File: config.mk
export PLATFORM = sky130hd
export DESIGN_NAME = qte_isqrt
export DESIGN_NICKNAME = d
export VERILOG_FILES = /design/src/rtl/core/qte_pkg.sv /design/src/rtl/core/qte_isqrt.sv
export SDC_FILE = /design/constraint.sdc
export NUM_CORES = 2
export LEC_CHECK = 0
export BUFFER_PORTS_ARGS = -buffer_cell sky130_fd_sc_hd__buf_4
export CORE_UTILIZATION = 55
export CTS_CLUSTER_SIZE = 8
export DETAILED_ROUTE_END_ITERATION = 16
export MAX_ROUTING_LAYER = met4
export PLACE_DENSITY = 0.7
export SLEW_MARGIN = 20
export SYNTH_ARGS = -nofsm -noshare
export SYNTH_HDL_FRONTEND = slang
export SYNTH_SLANG_ARGS = --single-unit
File: constraint.sdc
create_clock -name clock -period 4.2 [get_ports clock]
set_clock_uncertainty 0.05 [all_clocks]
set_input_delay 0.42 -clock clock [delete_from_list [all_inputs] [get_ports clock]]
set_output_delay 0.42 -clock clock [all_outputs]
set_load 0.01 [all_outputs]
File: src/rtl/core/qte_pkg.sv
// qte_pkg: shared widths, constants, vector type and arctangent table for the
// quaternion to euler converter; no dependencies
`timescale 1ns / 1ps
package qte_pkg;

   localparam int unsigned CORDIC_STEPS_DEF = 16;
   localparam int unsigned TAB_LEN          = 24;

   localparam int unsigned CW        = 36;  // cordic x/y width
   localparam int unsigned ZW        = 35;  // angle accumulator, radians q.30
   localparam int unsigned DW        = 61;  // isqrt operand width
   localparam int unsigned RW        = 62;  // isqrt working width
   localparam int unsigned SQRT_BITS = 31;
   localparam int unsigned SQRT_LAT  = SQRT_BITS + 1;

   localparam logic signed [ZW-1:0] PI_Q30          = 35'sd3373259426;
   localparam logic        [21:0]   DEG_PER_RAD_Q16 = 22'd3754936;
   localparam logic        [DW-1:0] ONE_SQ_Q60      = 61'd1 << 60;

   typedef struct packed {
      logic signed [CW-1:0] xv;
      logic signed [CW-1:0] yv;
   } vec_type;

   function automatic int unsigned eff_steps(input int unsigned steps);
      return (steps > TAB_LEN) ? TAB_LEN : steps;
   endfunction

   // atan(2^-i) in radians q.30
   function automatic logic [ZW-1:0] atan_entry(input int unsigned idx);
      logic [ZW-1:0] r;
      unique case (idx)
         0:  r = 35'h3243F6A8;
         1:  r = 35'h1DAC6705;
         2:  r = 35'h0FADBAFC;
         3:  r = 35'h07F56EA6;
         4:  r = 35'h03FEAB76;
         5:  r = 35'h01FFD55B;
         6:  r = 35'h00FFFAAA;
         7:  r = 35'h007FFF55;
         8:  r = 35'h003FFFEA;
         9:  r = 35'h001FFFFD;
         10: r = 35'h000FFFFF;
         11: r = 35'h0007FFFF;
         12: r = 35'h0003FFFF;
         13: r = 35'h0001FFFF;
         14: r = 35'h0000FFFF;
         15: r = 35'h00007FFF;
         16: r = 35'h00003FFF;
         17: r = 35'h00001FFF;
         18: r = 35'h00000FFF;
         19: r = 35'h000007FF;
         20: r = 35'h000003FF;
         21: r = 35'h000001FF;
         22: r = 35'h000000FF;
         23: r = 35'h0000007F;
         default: r = '0;
      endcase
      return r;
   endfunction

endpackage

File: src/rtl/core/qte_isqrt.sv
// qte_isqrt: pipelined floor square root, one result bit per stage
// depends on qte_pkg
`timescale 1ns / 1ps
module qte_isqrt import qte_pkg::*; (
   input  logic                 clock,
   input  logic                 reset,
   input  logic                 in_valid,
   input  logic [DW-1:0]        in_val,
   output logic                 out_valid,
   output logic [SQRT_BITS-1:0] out_root
);

   logic          valid_ff [0:SQRT_BITS];
   logic [RW-1:0] rem_ff   [0:SQRT_BITS];
   logic [RW-1:0] root_ff  [0:SQRT_BITS];

   always_ff @(posedge clock) begin
      if (reset) begin
         valid_ff[0] <= 1'b0;
      end else begin
         valid_ff[0] <= in_valid;
      end
      rem_ff[0]  <= RW'(in_val);
      root_ff[0] <= '0;
   end

   for (genvar k = 0; k < SQRT_BITS; k++) begin : g_stage
      localparam int unsigned SH = 2 * (SQRT_BITS - 1 - k);
      logic [RW-1:0] bit_val;
      logic [RW-1:0] trial;
      assign bit_val = RW'(1) << SH;
      assign trial   = root_ff[k] + bit_val;

      always_ff @(posedge clock) begin
         if (reset) begin
            valid_ff[k+1] <= 1'b0;
         end else begin
            valid_ff[k+1] <= valid_ff[k];
         end
         if (rem_ff[k] >= trial) begin
            rem_ff[k+1]  <= rem_ff[k] - trial;
            root_ff[k+1] <= (root_ff[k] >> 1) + bit_val;
         end else begin
            rem_ff[k+1]  <= rem_ff[k];
            root_ff[k+1] <= root_ff[k] >> 1;
         end
      end
   end

   assign out_valid = valid_ff[SQRT_BITS];
   assign out_root  = root_ff[SQRT_BITS][SQRT_BITS-1:0];

endmodule

=== Word-level counts from Yosys, hierarchy flattened ===
Memory sizes are Yosys's and may differ from the RTL's.
Index checks and enable logic that the tools add are counted.

* Reduce and logical (&&, ||, !) cells: 0
* Shift-type cells: 0
* Magnitude comparators: 31
* Add/sub/neg operators: 93
* Multiply operators: 0
* Bitwise operators: 94
* Mux-type cells: 190
* Div/mod/pow operators: 0
* Equal/unequal tests: 0

{| class="wikitable"
|+ Operators by type and width
! kind !! number
|-
| 62-bit two-way mux || 62
|-
| 62-bit greater-or-equal comparator || 31
|-
| 62-bit subtractor || 31
|-
| 1-bit two-way mux || 128
|-
| 1-bit bitwise OR || 94
|-
| 61-bit by 1-bit adder with 62-bit output (second input constant) || 1
|-
| 61-bit by 11-bit adder with 62-bit output (second input constant) || 1
|-
| 61-bit by 13-bit adder with 62-bit output (second input constant) || 1
|-
| 61-bit by 15-bit adder with 62-bit output (second input constant) || 1
|-
| 61-bit by 17-bit adder with 62-bit output (second input constant) || 1
|-
| 61-bit by 19-bit adder with 62-bit output (second input constant) || 1
|-
| 61-bit by 21-bit adder with 62-bit output (second input constant) || 1
|-
| 61-bit by 23-bit adder with 62-bit output (second input constant) || 1
|-
| 61-bit by 25-bit adder with 62-bit output (second input constant) || 1
|-
| 61-bit by 27-bit adder with 62-bit output (second input constant) || 1
|-
| 61-bit by 29-bit adder with 62-bit output (second input constant) || 1
|-
| 61-bit by 3-bit adder with 62-bit output (second input constant) || 1
|-
| 61-bit by 31-bit adder with 62-bit output (second input constant) || 1
|-
| 61-bit by 33-bit adder with 62-bit output (second input constant) || 1
|-
| 61-bit by 35-bit adder with 62-bit output (second input constant) || 1
|-
| 61-bit by 37-bit adder with 62-bit output (second input constant) || 1
|-
| 61-bit by 39-bit adder with 62-bit output (second input constant) || 1
|-
| 61-bit by 41-bit adder with 62-bit output (second input constant) || 1
|-
| 61-bit by 43-bit adder with 62-bit output (second input constant) || 1
|-
| 43 further kinds || 43
|}

* Memory bits (read-only): 0
* RAM bits: 4000
* Bits of input ports: 64
* Memories kept: 3
* Output and inout port bits: 32
* Logic and storage cells: 411
* Latch bits: 0
* Bits in registers: 0

{| class="wikitable"
|+ Memory list
! memory !! depth !! width !! read ports !! clocked after Yosys merged registers in !! write ports !! RTL line !! text
|-
| rem_ff || 32 || 62 || 31 || 0 || 32 || qte_isqrt.sv:14 || <nowiki>logic [RW-1:0] rem_ff [0:SQRT_BITS];</nowiki>
|-
| root_ff || 32 || 62 || 32 || 0 || 32 || qte_isqrt.sv:15 || <nowiki>logic [RW-1:0] root_ff [0:SQRT_BITS];</nowiki>
|-
| valid_ff || 32 || 1 || 32 || 0 || 32 || qte_isqrt.sv:13 || <nowiki>logic valid_ff [0:SQRT_BITS];</nowiki>
|}

=== Longest topological paths before layout ===
An unclocked memory read counts as a cell.

* Depth in word-level cells: 6
* Mapped depth: 15
* Gate-level depth less buffers: 14

=== Worst setup path after synthesis ===
OpenSTA, ideal clock, no wires.

* Path kind: register to register
* Start: memory rem_ff[20][45], in the netlist rem_ff[1][293]
* End: memory rem_ff[21][59], in the netlist rem_ff[1][369]
* Path buffers: 2
* Library setup time: 135 ps
* Slack: 359 ps
* Data arrival time: 3655 ps
* Clock period less this slack: 3841 ps
* Stages on the path, launching flop included: 13
* Cells stage by stage: dfxtp_1 or4_1 buf_2 or4_1 or4_1 clkbuf_1 or4_1 a2111o_1 a211oi_4 nor3_1 o31a_2 nor4b_1 xor2_1

{| class="wikitable"
|+ RTL lines
! item !! RTL line
|-
| from (decl) || qte_isqrt.sv:14
|}

==> metrics.yaml <==
drc: 0
postRouteWirelength_um: 226000
clkTransAtPathRegs_ns: 0.05
critical_path.cell_chain: "inv_1 > ha_2 > or4b_4 > nor3_4 > buf_12 > nand4_1 > o31ai_1 > a2111oi_0 > nor4_1 > a21oi_2 > a2111o_2 > nor3_1 > xor2_1"
clock_tree.buffer_depth: 4
floorplan.die.height_um: 408
cts.root.buffer_cell: "clkbuf_16"
most-common-layout-cells: "2449 x dfxtp_1, 679 x inv_1, 598 x nor2_1"
launch_instance_of_the_worst_register_to_register_path: "root_ff[25][36]"
htree_num_levels: 5
post_synth.cell_area_avg_um2: 10.0
hold_end: "rem_ff[0][13]"
cts.sink_count: 2449
hold_viol_final: 0
post-route-cell-area_um2: 104000
critical-path-top-delay-family: "simple AND/OR/NAND/NOR gates"
grt_max_degree: 49
grt_first_pass_wirelength_um: 355000
r2r_cells: 13
floorplan.core_area_um2: 163000
hold_depth: 2
fin_ws_ns: 0.0735
slowest_delay_ns: 0.56
numPlacedInstances: 11200
overall_die_width_um: 408
drive_gt1_share_pct: 7.84
nFillCells: 13100
cp_max_fo: 8
ys.flop_type: "dfxtp_1"
final_weighted_congestion_of_routability_driven_global_placement: 0.963
report.final.setup_viol: 0
total_cts_buffers: 356
clock_insertion_delay_worst_skew_ns: 0.95
synth_sequential_area_ratio_pct: 54.0
final_antenna_net_count: 0
min_cycle_time_layout_ns: 4.13
max_clock_freq_ghz: 0.242
first_pass_iters: 6
critical_path.endpoint_type: "flip-flop"
post_route_total_power_mw: 72.6
multiInputGateArea_um2: 38700
fin_cells: 11700
timing.critical_path.required_ns: 4.93
synth_enable_flop_cells: 0
slew-limit-headroom_pct: 42.4
most_frequent_standard_cell_in_the_layout_excluding_fill_and_tap_cells: "dfxtp_1"
worst_r2r_endpoint: "rem_ff[1][672]"
r2r_setup_slack_ns: 0.07
vdd_ir_drop_max_uv: 530
slowest_stage_cell_crit_path: "a2111o_2"
dp_slack_ns: -0.508
num-nets-final: 10100
final-seq-area_um2: 49000
grt_use_total_pct: 27.4
crit_buf_inv: 2
io_pins: 96
detailed_route_wire_length_per_cell_um: 19.4
yosys_warnings: 0
detailedPlacementHpwl_um: 170000
first_global_vias: 65200
ys_seq_elements: 2449
place.port_buffers: 95
antenna_found_initial: 8
yosys.cell_types.count: 79
synth_top_cells_by_area: "dfxtp_1 54%, ha_1 7.2%, xnor2_1 4.1%, xor2_1 3.9%, a21oi_1 3.0%"
floorplan.initialDensity_pct: 55.6
setup.worst_path.start_class: "flip-flop"
area_grow_syn2layout_pct: 14.9
placement.cell_area_um2: 94500
synth_top_area_cell: "dfxtp_1"
outcome: "complete, no violations"
overall_die_area_um2: 167000
route.vias.total: 65300
cts_tree: "built"
period_share_pct: 98.2
initialDrtViolationCount: 4762
synth_top_cell_area_share_pct: 54.0
slew_violations: 0
syn-instance-count: 9052
timing.max_cap.violations: 0
asyncSetResetFlopFracSynth_pct: 0
hold_start: "in_val[13]"
critical_path_class: "reg2reg"
post-route-util_pct: 63.9
cp_data_arrival_time_ns: 4.86
cellLeakagePower_nw: 48.2
grt-ovfl-total: 0
route.detailed.vias_per_inst: 5.59
power_per_cell_area_nw_per_um2: 696
worst_hold_path_type: "in2reg"
num_rows: 148
synth_area_um2: 90900
worst_pin_slew_ns: 0.857
per-layer routing:
layer	track usage, %	up-vias	wire length (µm)
met5	-	-	0
li1	-	32100	-
met2	44.7	1687	107000
met1	34.7	31000	101000
met3	4.31	454	11900
met4	8.54	0	6120
worst register-to-register path: stages (launching register included):
cell and delay (ns):
dfxtp_1 0.36, inv_1 0.06, ha_2 0.39, or4b_4 0.52, nor3_4 0.22, buf_12 0.15, nand4_1 0.36, o31ai_1 0.34
a2111oi_0 0.13, nor4_1 0.39, a21oi_2 0.11, a2111o_2 0.56, nor3_1 0.20, xor2_1 0.19
per-stage QoR:
step	hold slack [ns]	TNS [ns]
after CTS	0.00684	0
after floorplan	0.260	0
final	0.0668	0
after global placement	0.263	-9.52
after detailed placement	0.262	-8.62
after global routing	0.0332	-0.00770
how the worst max path moves through the flow:
stage	start	to	slack, ns	depth (start not counted)
global route	root_ff[25][36]	rem_ff[1][662]	-0.008	13
floorplan	rem_ff[1][293]	rem_ff[1][369]	0.36	12
CTS	root_ff[25][36]	rem_ff[1][680]	0.06	13
detailed placement	root_ff[25][36]	rem_ff[1][680]	-0.51	12
finish	root_ff[25][36]	rem_ff[1][672]	0.07	13
global placement	root_ff[25][36]	rem_ff[1][678]	-0.51	12
synthesized netlist by cell type (18+ instances only):
cell type	number
nand4_1	151
xnor2_1	422
clkbuf_1	169
o31ai_1	46
inv_1	679
nand2_1	551
a31oi_1	50
nand3_1	151
nor4_1	318
o211ai_1	22
a21o_1	238
or2_2	39
a21oi_1	552
and4_1	18
o21ai_0	421
a21boi_0	27
o21bai_1	49
ha_1	523
nand2b_1	92
a211o_1	20
xor2_1	404
nor3_1	220
or3_1	93
or4_1	67
nand4b_1	20
nor2b_1	100
nor4b_1	52
and2_1	28
mux2_2	78
o21a_1	90
nand3b_1	25
and3_1	45
a211oi_1	34
nor2_1	599
dfxtp_1	2449
cell families (layout without fill, tap and decap cells):
group / Yosys count / count (layout) / synth area share (%)
AOI/OAI and AO/OA: 1688 / 1689 / 11.4
xor gates and xnor gates: 826 / 826 / 7.96
adders and majority gates: 523 / 523 / 7.20
buffers and inverters: 869 / 1318 / 3.60
DFF: 2449 / 2449 / 54.0
muxes: 84 / 84 / 1.03
other: 1 / 6 / 0.00413
and+or+nand+nor: 2612 / 2612 / 14.8
repair_timing:
action,in CTS,in global routing
gates cloned,0,1
pin swaps,2,4
setup buffers,1,0
endpoints found under the hold margin,93,0
endpoints found under the setup margin,45,21
hold buffers,64,0
gates resized for setup,2,10
state kept, by name, summed over array words and instances, names as in the netlist:
name / flops
rem_ff: 1921
root_ff: 496
valid_ff: 32
layout make-up:
class	instances	area share, %
Clock inverter	11	0.134
Inverter	681	2.45
Multi-Input combinational cell	5736	37.1
Sequential cell	2449	47.0
Timing Repair Buffer	264	2.11
Tap cell	2175	2.61
Clock buffer	362	8.60
Antenna cell	4	0.00959
where the power goes:
group          switching [mW]  internal, mW  leakage (nW)  total, mW
clock network            9.22          14.8          4.48       24.1
logic                    8.71          7.02          23.2       15.7
registers                4.61          28.3          20.5       32.9
Power figures use the tool's default switching activity.
